[src/sv/bsc_pkg.sv]
// bsc_pkg: shared types, register codes and constants of the barometric
// sensor compensation block. No dependencies.
`default_nettype none

package bsc_pkg;

  localparam int DIV_STEPS = 32;

  // configuration register indexes
  localparam logic [2:0] REG_OSS     = 3'd0;
  localparam logic [2:0] REG_AC1_AC2 = 3'd1;
  localparam logic [2:0] REG_AC3_AC4 = 3'd2;
  localparam logic [2:0] REG_AC5_AC6 = 3'd3;
  localparam logic [2:0] REG_B1_B2   = 3'd4;
  localparam logic [2:0] REG_MC_MD   = 3'd5;

  localparam logic [1:0] OSS_RESET = 2'd1;

  localparam logic signed [31:0] C_B6_OFFSET = 32'sd4000;
  localparam logic signed [31:0] C_P_X1      = 32'sd3038;
  localparam logic signed [31:0] C_P_X2      = -32'sd7357;
  localparam logic signed [31:0] C_P_OFFSET  = 32'sd3791;
  localparam logic signed [31:0] C_B4_OFFSET = 32'sd32768;
  localparam logic [15:0]        C_B7_SCALE  = 16'd50000;

  typedef struct packed {
    logic [1:0]  oss;
    logic [31:0] ac1_ac2;
    logic [31:0] ac3_ac4;
    logic [31:0] ac5_ac6;
    logic [31:0] b1_b2;
    logic [31:0] mc_md;
  } cfg_t;

  // item handed from the front end to the back end
  typedef struct packed {
    logic signed [31:0] x1;
    logic signed [31:0] den;
    logic [23:0]        up;
  } mid_t;

  // low 32 bits of a signed product
  function automatic logic signed [31:0] mulw(input logic signed [31:0] a,
                                              input logic signed [31:0] b);
    logic signed [63:0] prod;
    prod = a * b;
    return prod[31:0];
  endfunction

endpackage

`default_nettype wire

[src/sv/bsc_front.sv]
// bsc_front: input stage; aligns the raw pressure and computes X1 and the
// temperature divisor. Depends on bsc_pkg.
`default_nettype none

module bsc_front (
  input  logic             clk,
  input  logic             rst,
  input  logic             push,
  output logic             full,
  input  logic [15:0]      raw_temperature,
  input  logic [23:0]      raw_pressure,
  input  bsc_pkg::cfg_t    cfg,
  output logic             mid_push,
  output bsc_pkg::mid_t    mid_data,
  input  logic             mid_full
);

  logic        adv;
  logic        f0_valid;
  logic [15:0] f0_ut;
  logic [23:0] f0_up;
  logic        f1_valid;
  logic signed [31:0] f1_prod;
  logic [23:0] f1_up;
  logic signed [16:0] diff;
  logic signed [31:0] x1;

  assign adv      = !(f1_valid && mid_full);
  assign full     = !adv;
  assign mid_push = adv && f1_valid;

  assign diff = signed'({1'b0, f0_ut}) - signed'({1'b0, cfg.ac5_ac6[15:0]});

  always_ff @(posedge clk) begin
    if (rst) begin
      f0_valid <= 1'b0;
      f1_valid <= 1'b0;
    end else if (adv) begin
      f0_valid <= push;
      f1_valid <= f0_valid;
    end
  end

  always_ff @(posedge clk) begin
    if (adv) begin
      f0_ut   <= raw_temperature;
      f0_up   <= raw_pressure;
      f1_prod <= bsc_pkg::mulw(32'(diff), signed'({16'd0, cfg.ac5_ac6[31:16]}));
      f1_up   <= f0_up >> (4'd8 - {2'b00, cfg.oss});
    end
  end

  assign x1           = f1_prod >>> 15;
  assign mid_data.x1  = x1;
  assign mid_data.den = x1 + 32'(signed'(cfg.mc_md[15:0]));
  assign mid_data.up  = f1_up;

endmodule

`default_nettype wire

[config.mk]
export PLATFORM = sky130hd
export DESIGN_NAME = bsc_front
export DESIGN_NICKNAME = d
export VERILOG_FILES = /design/src/sv/bsc_pkg.sv /design/src/sv/bsc_front.sv
export SDC_FILE = /design/constraint.sdc
export NUM_CORES = 1
export LEC_CHECK = 0
export ABC_AREA = 1
export BUFFER_PORTS_ARGS = -buffer_cell sky130_fd_sc_hd__buf_2
export CORE_MARGIN = 2
export CORE_UTILIZATION = 45
export CTS_BUF_LIST = sky130_fd_sc_hd__clkbuf_8
export DETAILED_ROUTE_END_ITERATION = 8
export PLACE_DENSITY = 0.74
export SKIP_CTS_REPAIR_TIMING = 1
export SLEW_MARGIN = 20
export SYNTH_ARGS = -nofsm -noshare
export SYNTH_HDL_FRONTEND = slang
export SYNTH_SLANG_ARGS = --single-unit
[constraint.sdc]
create_clock -name clk -period 8.6 [get_ports clk]
set_input_delay 1.72 -clock clk [delete_from_list [all_inputs] [get_ports clk]]
set_output_delay 1.72 -clock clk [all_outputs]
set_load 0.01 [all_outputs]
; After elaboration in Yosys (flattened, before gate mapping)
; Cells that the tools add are included.
[totals]
register_bits = 98
inputBits = 206
output_inout_bits = 90
word_cells = 14
[op_classes]
add_sub_neg = 3
multipliers = 1
shifts = 1
reduce_logical = 3
[ops]
columns = operator, count
row1 = $mul A17 B17 Y32, 1
row2 = $shr A24 B4 Y24, 1
row3 = $add A17 B16 Y18, 1
row4 = $sub A16 B16 Y17, 1
row5 = $sub A4 B2 Y4 const A, 1
row6 = $logic_and A1 B1 Y1, 2
row7 = $logic_not A1 Y1, 1

; Depth between registers and ports, before layout
[logic_depth]
depth_word = 3
ltp_mapped = 36
ltp_nobuf = 35

; Worst setup path before layout
; OpenSTA, ideal clock, no wires.
[synth_path]
path_kind = input port to flip-flop
from = in cfg[64] in the netlist's numbering
to = reg f1_prod[28], data pin
setup_ns = 0.252
t_arrival_ns = 7.656
required_time_ns = 8.348
path_slack_ns = 0.692
path_stages = 27
n_path_buf = 0
cell_sequence = ha_1 fa_1 o21ai_2 nand3_1 nand3_2 a21oi_4 o21ai_4 xor2_2 nand2_1 fa_1 fa_1 inv_1 fa_1 inv_1 fa_1 fa_1 fa_1 inv_1 ha_1 nand2_1 inv_1 a21boi_0 a21oi_1 a211oi_1 nand2_1 nand2_1 nand2_1
[synth_via]
elab_chain_len = 2
[synth_rtl]
columns = element, line_no
row1 = "start, declared", bsc_front.sv:12  ; input bsc_pkg::cfg_t cfg,
row2 = $sub A16 B16 Y17, bsc_front.sv:32  ; assign diff = signed'({1'b0, f0_ut}) - signed'({1'b0, cfg.ac5_ac6[15:0]});
row3 = $mul A17 B17 Y32, bsc_pkg.sv:46  ; prod = a * b;
row4 = "end signal, assigned", bsc_front.sv:48  ; f1_prod <= bsc_pkg::mulw(32'(diff), signed'({16'd0, cfg.ac5_ac6[31:16]}));
row5 = "end, declared", bsc_front.sv:23  ; logic signed [31:0] f1_prod;
; No other way between the ends.
; A chain may end at the register's enable or synchronous reset.

; Final worst setup path
[layout_path]
from = in cfg[64] in the netlist's numbering
to = reg f1_prod[31], data pin
; Same word-level chain as after synthesis.

==> impl_metrics.yaml <==
grt:
  first_global_vias: 13100
  groute.usage.overall_pct: 22.3
  pin_count_of_the_biggest_net_entering_global_routing: 80
  number_of_antenna_violations_at_the_first_check_in_global_routing: 2
  grt_pass1_wl_um: 63100
  gr-total-overflow: 0
timing:
  final_hold_viol_count: 0
  max_fclk_mhz: 122
  clock-skew-final_ps: 19.4
  drv_slew: 0
  finalCritPeriodShare_pct: 95.6
  setup_ws_ps: 382
  final-setup-viol-count: 0
  tightestPinTransition_ps: 820
  unrepaired_setup_endpoints_after_global_routing: "no"
  clock_period_minus_worst_slack_ps: 8220
  max-slew-margin-rel_pct: 45.4
placement:
  port_buffers: 179
  finalWeightedCongestion: 0.963
  post-place-ws_ps: -63.0
  place_hpwl_um: 32500
clock_network:
  numCtsBuffers: 9
  clock_insertion_delay_worst_skew_ps: 400
  htree_num_levels: 3
  cts.sink_count: 79
  path_clk_slew_ps: 90
  cts_tree: "built"
  clock-root-buffer: "sky130_fd_sc_hd__clkbuf_8"
  max-clock-path-buffers: 2
synthesis:
  avgSynthCellArea_um2: 8.30
  synth.lib_cells_used.distinct: 54
  synth-edff-count: 77
  yosys.area_share.xor_xnor_pct: 2.83
  synth_top_area_cell: "sky130_fd_sc_hd__fa_1"
  synth-warning-count: 0
  synth_area_um2: 15300
  synth_simple_gate_area_share_pct: 17.6
  synth_async_sr_flop_share_pct: 0
  yosysSeqAreaShare_pct: 15.4
  adder_cell_share_of_the_synthesized_area_pct: 43.9
  synth.mux.area_fraction_pct: 0.328
  synthMostInstantiatedCell: "sky130_fd_sc_hd__inv_1"
  synth.cells.most_frequent: "sky130_fd_sc_hd__inv_1 (439), sky130_fd_sc_hd__nand2_1 (315), sky130_fd_sc_hd__fa_1 (263), sky130_fd_sc_hd__nor2_1 (193), sky130_fd_sc_hd__ha_1 (115)"
  synth-compound-area-share_pct: 6.27
  synth-seq-cells: 79
  netlist_top_cells_area: "sky130_fd_sc_hd__fa_1 (34%), sky130_fd_sc_hd__edfxtp_1 (15%), sky130_fd_sc_hd__inv_1 (11%)"
  synth_top_family_by_area: "adder cells"
  syn_inst: 1840
  synth_top_flop_cell: "sky130_fd_sc_hd__edfxtp_1"
  synth_largest_type_area_fraction_pct: 34.5
floorplanning:
  die_outline_area_um2: 35400
  core_region_area_um2: 33400
  rows: 67
  start_util_pct: 45.7
  die_height_um: 188
  die_width_um: 188
  pin_count: 296
routing:
  antenna_left: 0
  route.detailed.vias_per_inst: 5.05
  first_pass_iters: 6
  detailroute.via_count: 12600
  wire_per_inst_um: 15.2
  route.final.wire_length_um: 37700
  detail_route.drc_violations: 0
  detailedRoute.firstIterationViolations: 907
setup_path:
  timing.critical_path.max_delay_family: "adder cells"
  r2r.worst_path.cells: 30
  critPathArrivalTime_ps: 8360
  critical_path.max_stage_delay_ps: 570
  cpMaxStageDelayCell: "sky130_fd_sc_hd__fa_1"
  critical_path.max_fanout: 4
  timing.setup.critical_path_class: "in -> reg"
  startpoint_type_of_the_worst_setup_path: "primary input"
  critical_path_required_ps: 8750
  setup.worst_path.end_class: "flip-flop"
  crit_path_frequent_cell: "sky130_fd_sc_hd__fa_1"
  crit-reg2reg-launch: "f0_ut[0]"
  critPathBufInv: 6
  r2r_end: "f1_prod[31]"
  crit_cells: 30
  r2r_setup_slack_ps: 1450
final_layout:
  drive_gt1_share_pct: 15.0
  multiInputGateArea_um2: 10900
  area_delta_synth_final_pct: 12.1
  layout.nets: 2620
  final-seq-area_um2: 2350
  num-fill-cells: 3103
min_path:
  hold-path-cell-count: 2
  hold_end: "f1_valid"
  min_path_type: "reg -> reg"
  min-delay-start: "f0_valid"
job:
  max_cap_viol_count: 0
status:
  run_status: "completed"
==> per-layer routing <==
metal  share of wire, %  GRT usage, %  routed length [µm]
met5                  0             0                   0
met4                4.3          9.81                1610
met3                7.2          3.78                2710
met2                 50          39.0               18700
met1                 39          27.2               14700
==> per-stage QoR <==
step / cells / hold WS, ps / utilization (%) / cell area [µm²] / setup TNS, ps
finish: 2491 / 471 / 51.2 / 17100 / 0
global route: 2491 / 496 / 51.2 / 17100 / 0
CTS: 2489 / 476 / 51.1 / 17100 / 0
detailed placement: 2473 / 458 / 50.5 / 16900 / -63.0
global placement: 2473 / 444 / 50.5 / 16900 / 0
floorplan: 1843 / 430 / - / 15300 / 0
==> tightest hold or removal path, stage by stage, from the launching register on <==
cell and delay, ps:
sky130_fd_sc_hd__dfxtp_1 310, sky130_fd_sc_hd__inv_1 60, sky130_fd_sc_hd__a21oi_1 60
==> layout by cell type, fill, tap and decap left out, types with 3 or more instances in the layout <==
cell	synthesis	layout
sky130_fd_sc_hd__buf_4	30	72
sky130_fd_sc_hd__or2_1	4	4
sky130_fd_sc_hd__buf_2	8	179
sky130_fd_sc_hd__a21o_1	7	7
sky130_fd_sc_hd__nand4_1	13	13
sky130_fd_sc_hd__nand3_2	3	3
sky130_fd_sc_hd__o31ai_1	3	3
sky130_fd_sc_hd__nand2_1	315	312
sky130_fd_sc_hd__nand3_1	92	92
sky130_fd_sc_hd__a211oi_1	3	3
sky130_fd_sc_hd__ha_1	115	115
sky130_fd_sc_hd__inv_1	439	439
sky130_fd_sc_hd__or2_2	9	9
sky130_fd_sc_hd__xnor2_1	13	13
sky130_fd_sc_hd__o21a_1	4	4
sky130_fd_sc_hd__o21ai_0	53	52
sky130_fd_sc_hd__edfxtp_1	77	77
sky130_fd_sc_hd__o211ai_1	3	3
sky130_fd_sc_hd__o21bai_1	6	5
sky130_fd_sc_hd__inv_6	0	3
sky130_fd_sc_hd__clkinv_1	9	10
sky130_fd_sc_hd__nor3_1	8	8
sky130_fd_sc_hd__conb_1	1	4
sky130_fd_sc_hd__clkbuf_8	0	9
sky130_fd_sc_hd__xor2_1	27	27
sky130_fd_sc_hd__xor2_2	3	3
sky130_fd_sc_hd__a21oi_1	62	62
sky130_fd_sc_hd__nor2_1	193	193
sky130_fd_sc_hd__a31oi_1	6	6
sky130_fd_sc_hd__mux2i_1	5	5
sky130_fd_sc_hd__nand2_2	5	7
sky130_fd_sc_hd__fa_1	263	263
==> worst max-delay path by stage <==
stage | to | slack [ps] | start
3_5_place_dp | f1_prod[31] | -60 | cfg[64]
3_3_place_gp | f1_prod[31] | 20 | cfg[64]
4_1_cts | f1_prod[31] | 350 | cfg[64]
6_report | f1_prod[31] | 380 | cfg[64]
5_1_grt | f1_prod[31] | 30 | cfg[64]
2_1_floorplan | f1_prod[28] | 690 | cfg[64]
==> sequential cells by signal (all words and copies together), names as in the netlist <==
signal	count
f0_up	20
f0_ut	16
f0_valid	1
f1_prod	17
f1_up	24
f1_valid	1
==> area by class of cell <==
| cell class | count | share of cell area [%] |
|---|---|---|
| Multi-Input combinational cell | 1245 | 63.5 |
| Sequential cell | 79 | 13.7 |
| Inverter | 450 | 9.86 |
| Timing Repair Buffer | 251 | 8.39 |
| Tap cell | 448 | 3.27 |
| Clock buffer | 9 | 0.723 |
| Clock inverter | 7 | 0.453 |
| Antenna cell | 2 | 0.0292 |
==> cell families after synthesis <==
group                      count (synthesis)
muxes                                      5
DFF                                       79
buffers and inverters                    519
adders and majority gates                378
xor gates and xnor gates                  45
AOI/OAI and AO/OA                        162
and+or+nand+nor                          651
other                                      1
Power is left out: the tool's default activity adds up to more than one toggle a clock period on the data nets, which glitch-free logic cannot reach.
