<file path="src/sv/bsc_pkg.sv">
// bsc_pkg: shared types, register codes and constants of the barometric
// sensor compensation block. No dependencies.
`default_nettype none

package bsc_pkg;

  localparam int DIV_STEPS = 32;

  // configuration register indexes
  localparam logic [2:0] REG_OSS     = 3'd0;
  localparam logic [2:0] REG_AC1_AC2 = 3'd1;
  localparam logic [2:0] REG_AC3_AC4 = 3'd2;
  localparam logic [2:0] REG_AC5_AC6 = 3'd3;
  localparam logic [2:0] REG_B1_B2   = 3'd4;
  localparam logic [2:0] REG_MC_MD   = 3'd5;

  localparam logic [1:0] OSS_RESET = 2'd1;

  localparam logic signed [31:0] C_B6_OFFSET = 32'sd4000;
  localparam logic signed [31:0] C_P_X1      = 32'sd3038;
  localparam logic signed [31:0] C_P_X2      = -32'sd7357;
  localparam logic signed [31:0] C_P_OFFSET  = 32'sd3791;
  localparam logic signed [31:0] C_B4_OFFSET = 32'sd32768;
  localparam logic [15:0]        C_B7_SCALE  = 16'd50000;

  typedef struct packed {
    logic [1:0]  oss;
    logic [31:0] ac1_ac2;
    logic [31:0] ac3_ac4;
    logic [31:0] ac5_ac6;
    logic [31:0] b1_b2;
    logic [31:0] mc_md;
  } cfg_t;

  // item handed from the front end to the back end
  typedef struct packed {
    logic signed [31:0] x1;
    logic signed [31:0] den;
    logic [23:0]        up;
  } mid_t;

  // low 32 bits of a signed product
  function automatic logic signed [31:0] mulw(input logic signed [31:0] a,
                                              input logic signed [31:0] b);
    logic signed [63:0] prod;
    prod = a * b;
    return prod[31:0];
  endfunction

endpackage

`default_nettype wire

</file>
<file path="src/sv/bsc_queue.sv">
// bsc_queue: two-entry queue between front and back ends.
// Depends on bsc_pkg.
`default_nettype none

module bsc_queue (
  input  logic          clk,
  input  logic          rst,
  input  logic          push,
  input  bsc_pkg::mid_t wdata,
  output logic          full,
  input  logic          pop,
  output bsc_pkg::mid_t rdata,
  output logic          empty
);

  bsc_pkg::mid_t mem [2];
  logic       wr_ptr;
  logic       rd_ptr;
  logic [1:0] count;
  logic       do_push;
  logic       do_pop;

  assign full    = (count == 2'd2);
  assign empty   = (count == 2'd0);
  assign do_push = push && !full;
  assign do_pop  = pop && !empty;
  assign rdata   = mem[rd_ptr];

  always_ff @(posedge clk) begin
    if (rst) begin
      wr_ptr <= 1'b0;
      rd_ptr <= 1'b0;
      count  <= 2'd0;
    end else begin
      if (do_push) wr_ptr <= !wr_ptr;
      if (do_pop)  rd_ptr <= !rd_ptr;
      count <= count + 2'(do_push) - 2'(do_pop);
    end
  end

  always_ff @(posedge clk) begin
    if (do_push) mem[wr_ptr] <= wdata;
  end

endmodule

`default_nettype wire

</file>
<file path="config.mk">
export PLATFORM = sky130hd
export DESIGN_NAME = bsc_queue
export DESIGN_NICKNAME = d
export VERILOG_FILES = /design/src/sv/bsc_pkg.sv /design/src/sv/bsc_queue.sv
export SDC_FILE = /design/constraint.sdc
export NUM_CORES = 1
export LEC_CHECK = 0
export BUFFER_PORTS_ARGS = -buffer_cell sky130_fd_sc_hd__buf_4
export CORE_AREA = 4 4 120 122
export CTS_CLUSTER_DIAMETER = 30
export DETAILED_ROUTE_END_ITERATION = 10
export DIE_AREA = 0 0 124 126
export PLACE_DENSITY = 0.79
export SLEW_MARGIN = 10
export SYNTH_ARGS = -nofsm -noshare
export SYNTH_HDL_FRONTEND = slang
export SYNTH_SLANG_ARGS = --single-unit
</file>
<file path="constraint.sdc">
create_clock -name clk -period 3.95 [get_ports clk]
set_input_delay 0.5925 -clock clk [delete_from_list [all_inputs] [get_ports clk]]
set_output_delay 0.5925 -clock clk [all_outputs]
set_load 0.05 [all_outputs]
</file>
# Word-level counts from Yosys, hierarchy flattened
# Memory sizes are Yosys's and may differ from the RTL's. A register that Yosys moved wholly into a read port is not among the register bits.
# Cells that the tools add are included.
[op_classes]
add_sub_neg = 2
eq_ne = 1
n_mux = 4
reduce_logical = 7
[op_table]
columns = ["operator", "count"]
rows = [
  ["1-bit logical NOT", 4],
  ["1-bit two-way mux", 4],
  ["2-bit by 1-bit adder with 2-bit output", 1],
  ["2-bit == test (second input constant)", 1],
  ["1-bit logical AND", 2],
  ["2-bit logical NOT", 1],
  ["2-bit by 1-bit subtractor with 2-bit output", 1],
]
[word_totals]
register_bits = 4
mem_bits_rw = 176
inputBits = 92
wordCells = 18
memories = 1
[memory_table]
columns = ["memory", "words", "word_bits", "read_ports", "rd_ports_with_merged_regs", "write_ports", "line_no", "source"]
rows = [
  ["mem", 2, 88, 1, 1, 1, "bsc_queue.sv:16", "bsc_pkg::mid_t mem [2];"],
]

# Longest topological paths before layout
# Gate-level depths: netlist of the first run.
[logic_depth]
word_depth = 5
depth_mapped = 8
depth_no_buf = 8

# Least setup slack after synthesis of the first run
# OpenSTA, ideal clock, no wires.
[synth_path]
path_type = "input to register"
from = "input push"
to = "memory mem[1][0] in the netlist's numbering, enable pin"
setup_time_ns = 0.457
t_arrival_ns = 2.688
required_ns = 3.493
slack_ns = 0.805
path_stages = 1
cell_sequence = "and3_1"
[synth_via]
elab_chain_cells = 3
[synth_lines]
columns = ["element", "line_no", "source"]
rows = [
  ["start: declaration", "bsc_queue.sv:8", "input logic push,"],
  ["1-bit logical AND", "bsc_queue.sv:25", "assign do_push = push && !full;"],
  ["1-bit two-way mux", "bsc_queue.sv:42", "if (do_push) mem[wr_ptr] <= wdata;"],
  ["1-bit two-way mux (not written as such)", "bsc_queue.sv:42", ""],
  ["end: declaration", "bsc_queue.sv:16", ""],
]
# No other way between the ends.

==> impl_metrics.csv, run 1 <==
group,metric,value,unit
status,status,"finished, final reports clean",
routing,via_per_inst,4.92,
yosys,ys_seq_elements,181,
final_layout,diodes,0,
final_layout,final_util,0.667,
clocking,cts.sinks,181,
sta,rsz0062_at_grt,"no",
final_layout,multi_input_area,0.00119,mm2
placement,portBuffers,181,
floorplan,die_area,0.0156,mm2
clocking,clkLatencyLatePin,0.42,ns
power,p_int,0.00427,W
routing,drt_iter0_drc,178,
critical_path,path_cells,"buf_12 -> mux2_2 -> buf_4",
grt,grt_pass1_wl,18.9,mm
grt,grt_use_total,0.161,
yosys,yosys_warnings,0,
placement,dp_hpwl,8.41,mm
sta,worst_slack,1.19,ns
power,comb_power_share,0.382,
job,maxCapViolCount,0,
critical_path,arrival,2.17,ns
sta,timing.fmax,362,MHz
final_layout,fillers,897,
yosys,async_flop_share,0,
floorplan,die_h,126,um
floorplan,ios,182,
grt,grt_max_degree,52,
critical_path,start_kind,"flop",
sta,setup_violations,0,
final_layout,layout-drive-gt1-share,0.604,
final_layout,fin_nets,591,
yosys,synth.largest_area_cell,"edfxtp_1",
routing,postRouteAntennaNets,0,
sta,hold_viol_final,0,
yosys,ys.flop_type,"edfxtp_1",
yosys,synth_top_area_frac,0.794,
clocking,root_buffer,"clkbuf_16",
clocking,cts_setup_buffers,0,
critical_path,critPathCaptureType,"output port",
power,seq_power_share,0.383,
power,netSwitchingFraction,0.369,
critical_path,reg2reg_from,"count[0]$_SDFF_PP0_",
final_layout,area_growth,32.1,%
final_layout,regArea,0.00539,mm2
clocking,cts_tree,"yes",
clocking,path_clk_slew,0.06,ns
grt,antenna_found_initial,0,
placement,pre_cts_ws,1.50,ns
yosys,ys_types,22,
yosys,syn_area,0.00666,mm2
power,clkPwrFrac,0.235,
grt,grt_pass1_vias,3631,
routing,drt_wl_total,12.2,mm
power,power_density,770,mW/mm2
floorplan,die_w,124,um
yosys,syn_avg_cell_area,22.1,um2
sta,slew-limit-headroom,0.525,
power,ir_drop,0.642,mV
placement,gp_congestion,0.806,
worst_hold_path,hp-start,"wdata[28]",
routing,num_vias,3374,
clocking,cts_hold_buf,0,
power,switchingPower,0.00250,W
critical_path,max_stage_delay,0.81,ns
grt,overflow,0,
yosys,synth_cells,301,
sta,period_share,0.699,
routing,wl_per_cell,17.9,um
worst_hold_path,min_path_type,"in2reg",
critical_path,critPathRequiredTime,3.36,ns
power,power.leakage,3.32,nW
critical_path,crit_fanout,51,
sta,report.final.slew_viol_count,0,
sta,worst_pin_slew,0.712,ns
floorplan,row_count,42,
critical_path,critical-path-slowest-cell,"dfxtp_4",
floorplan,initial_core_util,0.505,
yosys,synth.net_count,395,
sta,period_minus_slack,2.76,ns
sta,finalClockSkew,0.00550,ns
routing,drc,0,
clocking,cts-root-to-sink-buffers,2,
floorplan,fp.coreArea,0.0132,mm2
yosys,synth-edff-count,176,
critical_path,critPathKind,"reg2out",
yosys,seq_area_frac_synth,0.809,
sta,tns,0,ns
routing,first_pass_iters,4,
clocking,cts_resized,0,
clocking,htree_num_levels,4,
yosys,yosys-top-cells-area,"edfxtp_1 79%, mux2_2 11%, mux2_4 4.5%",
clocking,numCtsBuffers,17,
-- state kept, by name, summed over array words and instances (netlist names), named ones only --
signal,cells
wr_ptr,1
count,2
rd_ptr,1
mem,176
-- power groups by stage --
stage	clock network, W	registers (W)	logic [W]
after detailed placement	0	0.00264	0.00261
after global routing	0.00171	0.00263	0.00270
after floorplan	0	0.00256	0.00197
final	0.00159	0.00259	0.00259
after CTS	0.00162	0.00260	0.00262
after global placement	0	0.00262	0.00260
-- worst paths after layout --
| kind | endpoint | cells after the start | slack [ns] |
|---|---|---|---|
| max | rdata[87] | 3 | 1.19 |
| min reg2reg | wr_ptr$_SDFFE_PP0P_ | 2 | 0.50 |
| max reg2reg | mem[0][86]$_DFFE_PP_ | 5 | 1.73 |
| min | mem[1][28]$_DFFE_PP_ | 1 | 0.35 |
-- worst max-delay path: cells and delay by family, from the launching register on --
kind	cells	cell delay, ns
buffers and inverters	2	0.51
DFF	1	0.81
muxes	1	0.38
-- stage by stage --
stage	instance area [um2]	power [W]	cells	hold WS [ns]
floorplan	6660	0.00452	301	0.452
global placement	8230	0.00522	654	0.481
detailed placement	8230	0.00526	654	0.481
CTS	8800	0.00685	686	0.335
global route	8800	0.00704	686	0.336
finish	8800	0.00677	686	0.353
-- cells in the mapped netlist, types with 2 or more instances --
| library cell | count |
|---|---|
| inv_1 | 3 |
| nor2_1 | 4 |
| ha_1 | 2 |
| edfxtp_1 | 176 |
| dfxtp_1 | 5 |
| mux2_4 | 20 |
| buf_2 | 6 |
| mux2_2 | 68 |
| buf_6 | 4 |
-- kinds of logic after synthesis --
| logic type | count (synthesis) | synth area share |
|---|---|---|
| flip-flops | 181 | 0.809 |
| multiplexers | 88 | 0.160 |
| buffers and inverters | 14 | 0.0135 |
| AND/OR/NAND/NOR | 11 | 0.00864 |
| AO/OA/AOI/OAI | 3 | 0.00263 |
| XOR/XNOR | 2 | 0.00263 |
| adder cells (fa/ha/maj) | 2 | 0.00376 |
-- final cells by class --
| cell class | instances | area share |
|---|---|---|
| Multi-Input combinational cell | 106 | 0.135 |
| Clock buffer | 18 | 0.0488 |
| Clock inverter | 14 | 0.0156 |
| Tap cell | 176 | 0.0250 |
| Timing Repair Buffer | 187 | 0.161 |
| Sequential cell | 181 | 0.613 |
| Inverter | 4 | 0.00185 |
-- per-layer routing --
| metal | share of wire | vias up | track usage | routed length [um] |
|---|---|---|---|---|
| li1 | - | 1576 | - | - |
| met1 | 0.37 | 1657 | 0.183 | 4510 |
| met2 | 0.52 | 128 | 0.273 | 6350 |
| met3 | 0.099 | 13 | 0.0628 | 1220 |
| met4 | 0.014 | 0 | 0.0599 | 166 |
| met5 | 0 | - | 0 | 0 |
-- layout by cell type (no fill, tap or decap), drive strengths merged, types with 2 or more instances in the layout --
cell | Yosys | layout
clkbuf | 0 | 18
buf | 10 | 187
mux2 | 88 | 88
clkinvlp | 0 | 4
ha | 2 | 2
bufinv | 0 | 2
nor2 | 4 | 4
edfxtp | 176 | 176
inv | 4 | 3
clkinv | 0 | 9
dfxtp | 5 | 5
(Power assumes the default switching activity.)
==> inputs of run 2 (changes only) <==
--- a/config.mk
+++ b/config.mk
@@ -5,6 +5,7 @@
 export SDC_FILE = /design/constraint.sdc
 export NUM_CORES = 1
 export LEC_CHECK = 0
+export ABC_AREA = 1
 export BUFFER_PORTS_ARGS = -buffer_cell sky130_fd_sc_hd__buf_4
 export CORE_AREA = 4 4 120 122
 export CTS_CLUSTER_DIAMETER = 30
==> constraint.sdc (replaced) <==
create_clock -name clk -period 2.7 [get_ports clk]
set_input_delay 0.405 -clock clk [delete_from_list [all_inputs] [get_ports clk]]
set_output_delay 0.405 -clock clk [all_outputs]
set_load 0.05 [all_outputs]
==> impl_metrics.csv, run 2 <==
group,metric,value,unit
grt,antenna_found_initial,0,
routing,postRouteAntennaNets,0,
sta,hold_viol_final,0,
routing,num_vias,3444,
clocking,cts_setup_buffers,0,
yosys,async_flop_share,0,
sta,timing.fmax,425,MHz
final_layout,stdcell_area,0.00893,mm2
routing,drc,0,
floorplan,initial_core_util,0.506,
routing,drt_wl_total,12.1,mm
yosys,syn_area,0.00668,mm2
final_layout,top_regs,"mem x176, count x2",
critical_path,critPathCaptureType,"output port",
routing,via_per_inst,4.93,
placement,place_area,0.00827,mm2
yosys,synth.net_count,407,
worst_hold_path,hp-start,"rst",
clocking,path_clk_slew,0.06,ns
yosys,yosys_warnings,0,
critical_path,critPathKind,"reg2out",
final_layout,fillers,861,
routing,highest_layer,"met4",
final_layout,diodes,0,
clocking,cts.sinks,181,
routing,drt_iter0_drc,220,
power,ir_drop,0.597,mV
critical_path,worstRegToRegCells,5,
routing,wl_met2,6.18,mm
power,power.leakage,3.41,nW
sta,tns,0,ns
clocking,htree_num_levels,4,
final_layout,layout-drive-gt1-share,0.595,
grt,grt_max_degree,48,
final_layout,area_growth,33.7,%
yosys,synth_common_cells,"176 x edfxtp_1, 68 x mux2_2, 20 x mux2_4, 10 x inv_1, 9 x nor2_1",
worst_hold_path,min_path_type,"in2reg",
critical_path,start_kind,"flop",
critical_path,critPathRequiredTime,2.30,ns
sta,finalClockSkew,0.0108,ns
final_layout,final_common_cell,"buf_4",
yosys,synth_cells,313,
floorplan,die_area,0.0156,mm2
floorplan,die_h,126,um
floorplan,row_count,42,
critical_path,reg2reg_from,"count[0]$_SDFF_PP0_",
clocking,cts_resized,0,
yosys,synth-edff-count,176,
worst_hold_path,worstHoldPathCells,2,
routing,drt-met1-wl,4.73,mm
placement,portBuffers,181,
yosys,syn_avg_cell_area,21.3,um2
clocking,cts_tree,"yes",
sta,setup_violations,0,
clocking,root_buffer,"clkbuf_16",
clocking,clkLatencyLatePin,0.42,ns
routing,first_pass_iters,5,
final_layout,mostFrequentLayoutCells,"186 x buf_4, 176 x edfxtp_1, 68 x mux2_2",
grt,grt_use_total,0.160,
final_layout,fin_nets,604,
yosys,ys_seq_elements,181,
sta,slew-limit-headroom,0.577,
clocking,cts_hold_buf,0,
floorplan,die_w,124,um
placement,dp_hpwl,8.28,mm
floorplan,fp.coreArea,0.0132,mm2
yosys,yosys-top-cells-area,"edfxtp_1 79%, mux2_2 11%, mux2_4 4.5%",
power,power_density,1090,mW/mm2
sta,worst_pin_slew,0.634,ns
job,maxCapViolCount,0,
grt,grt_pass1_wl,18.8,mm
sta,rsz0062_at_grt,"no",
clocking,cts-root-to-sink-buffers,2,
final_layout,top_register,"mem",
sta,period_minus_slack,2.35,ns
critical_path,arrival,1.95,ns
routing,wl_met3,992,um
yosys,seq_area_frac_synth,0.806,
critical_path,crit_fanout,29,
sta,period_share,0.872,
clocking,numCtsBuffers,17,
final_layout,largest_register_ffs,176,
yosys,yosys.cell_count.top_type,"edfxtp_1",
yosys,ys_types,12,
final_layout,stdcell_count,699,
status,status,"finished, final reports clean",
sta,report.final.slew_viol_count,0,
yosys,ys.flop_type,"edfxtp_1",
placement,gp_congestion,0.698,
routing,wl_per_cell,17.3,um
yosys,synth_top_area_frac,0.791,
yosys,synth.largest_area_cell,"edfxtp_1",
placement,place_inst,667,
grt,overflow,0,
floorplan,ios,182,
grt,grt_pass1_vias,3747,
[run 2: critical path, stage by stage, from the launching register on]
cell and delay, ns:
dfxtp_4 0.61, buf_4 0.33, mux2_2 0.38, buf_4 0.19
[run 2: kinds of logic after synthesis]
kind of cell,Yosys count,share of synthesized area
fa+ha+maj,2,0.00375
mux,88,0.160
flops,181,0.806
compound gates,2,0.00150
simple gates,20,0.0118
buf+inv,20,0.0169
[run 2: worst paths after layout]
| kind | slack, ns | to |
|---|---|---|
| setup / recovery | 0.35 | rdata[61] |
| hold / removal | 0.15 | count[0]$_SDFF_PP0_ |
| setup reg to reg | 0.81 | mem[1][63]$_DFFE_PP_ |
| hold reg to reg | 0.54 | flop |
[run 2: per-layer routing]
metal,global-route usage,vias to the layer above
li1,-,1610
met1,0.193,1673
met2,0.259,145
met3,0.0623,16
met4,0.0593,0
met5,0,-
[run 2: power by group]
group	switching (W)	total [W]	internal, W
combinational	0.00223	0.00338	0.00115
clock	0.00101	0.00266	0.00165
sequential	0.000147	0.00371	0.00357
[run 2: layout make-up]
| class | instances | area (um2) | share of cell area |
|---|---|---|---|
| Multi-Input combinational cell | 112 | 1190 | 0.133 |
| Tap cell | 176 | 220 | 0.0247 |
| Inverter | 10 | 41.3 | 0.00463 |
| Timing Repair Buffer | 188 | 1440 | 0.161 |
| Clock buffer | 17 | 425 | 0.0477 |
| Sequential cell | 181 | 5390 | 0.604 |
| Clock inverter | 15 | 228 | 0.0255 |
[run 2: metrics by stage]
step                      hold slack, ns  total power, W  setup WS (ns)   util
after global routing               0.132          0.0101          0.252  0.677
after global placement             0.487         0.00713          0.810  0.627
after CTS                          0.132         0.00985          0.305  0.677
after detailed placement           0.526         0.00718          0.772  0.627
after floorplan                    0.467         0.00621          0.392      -
final                              0.149         0.00976          0.346  0.677
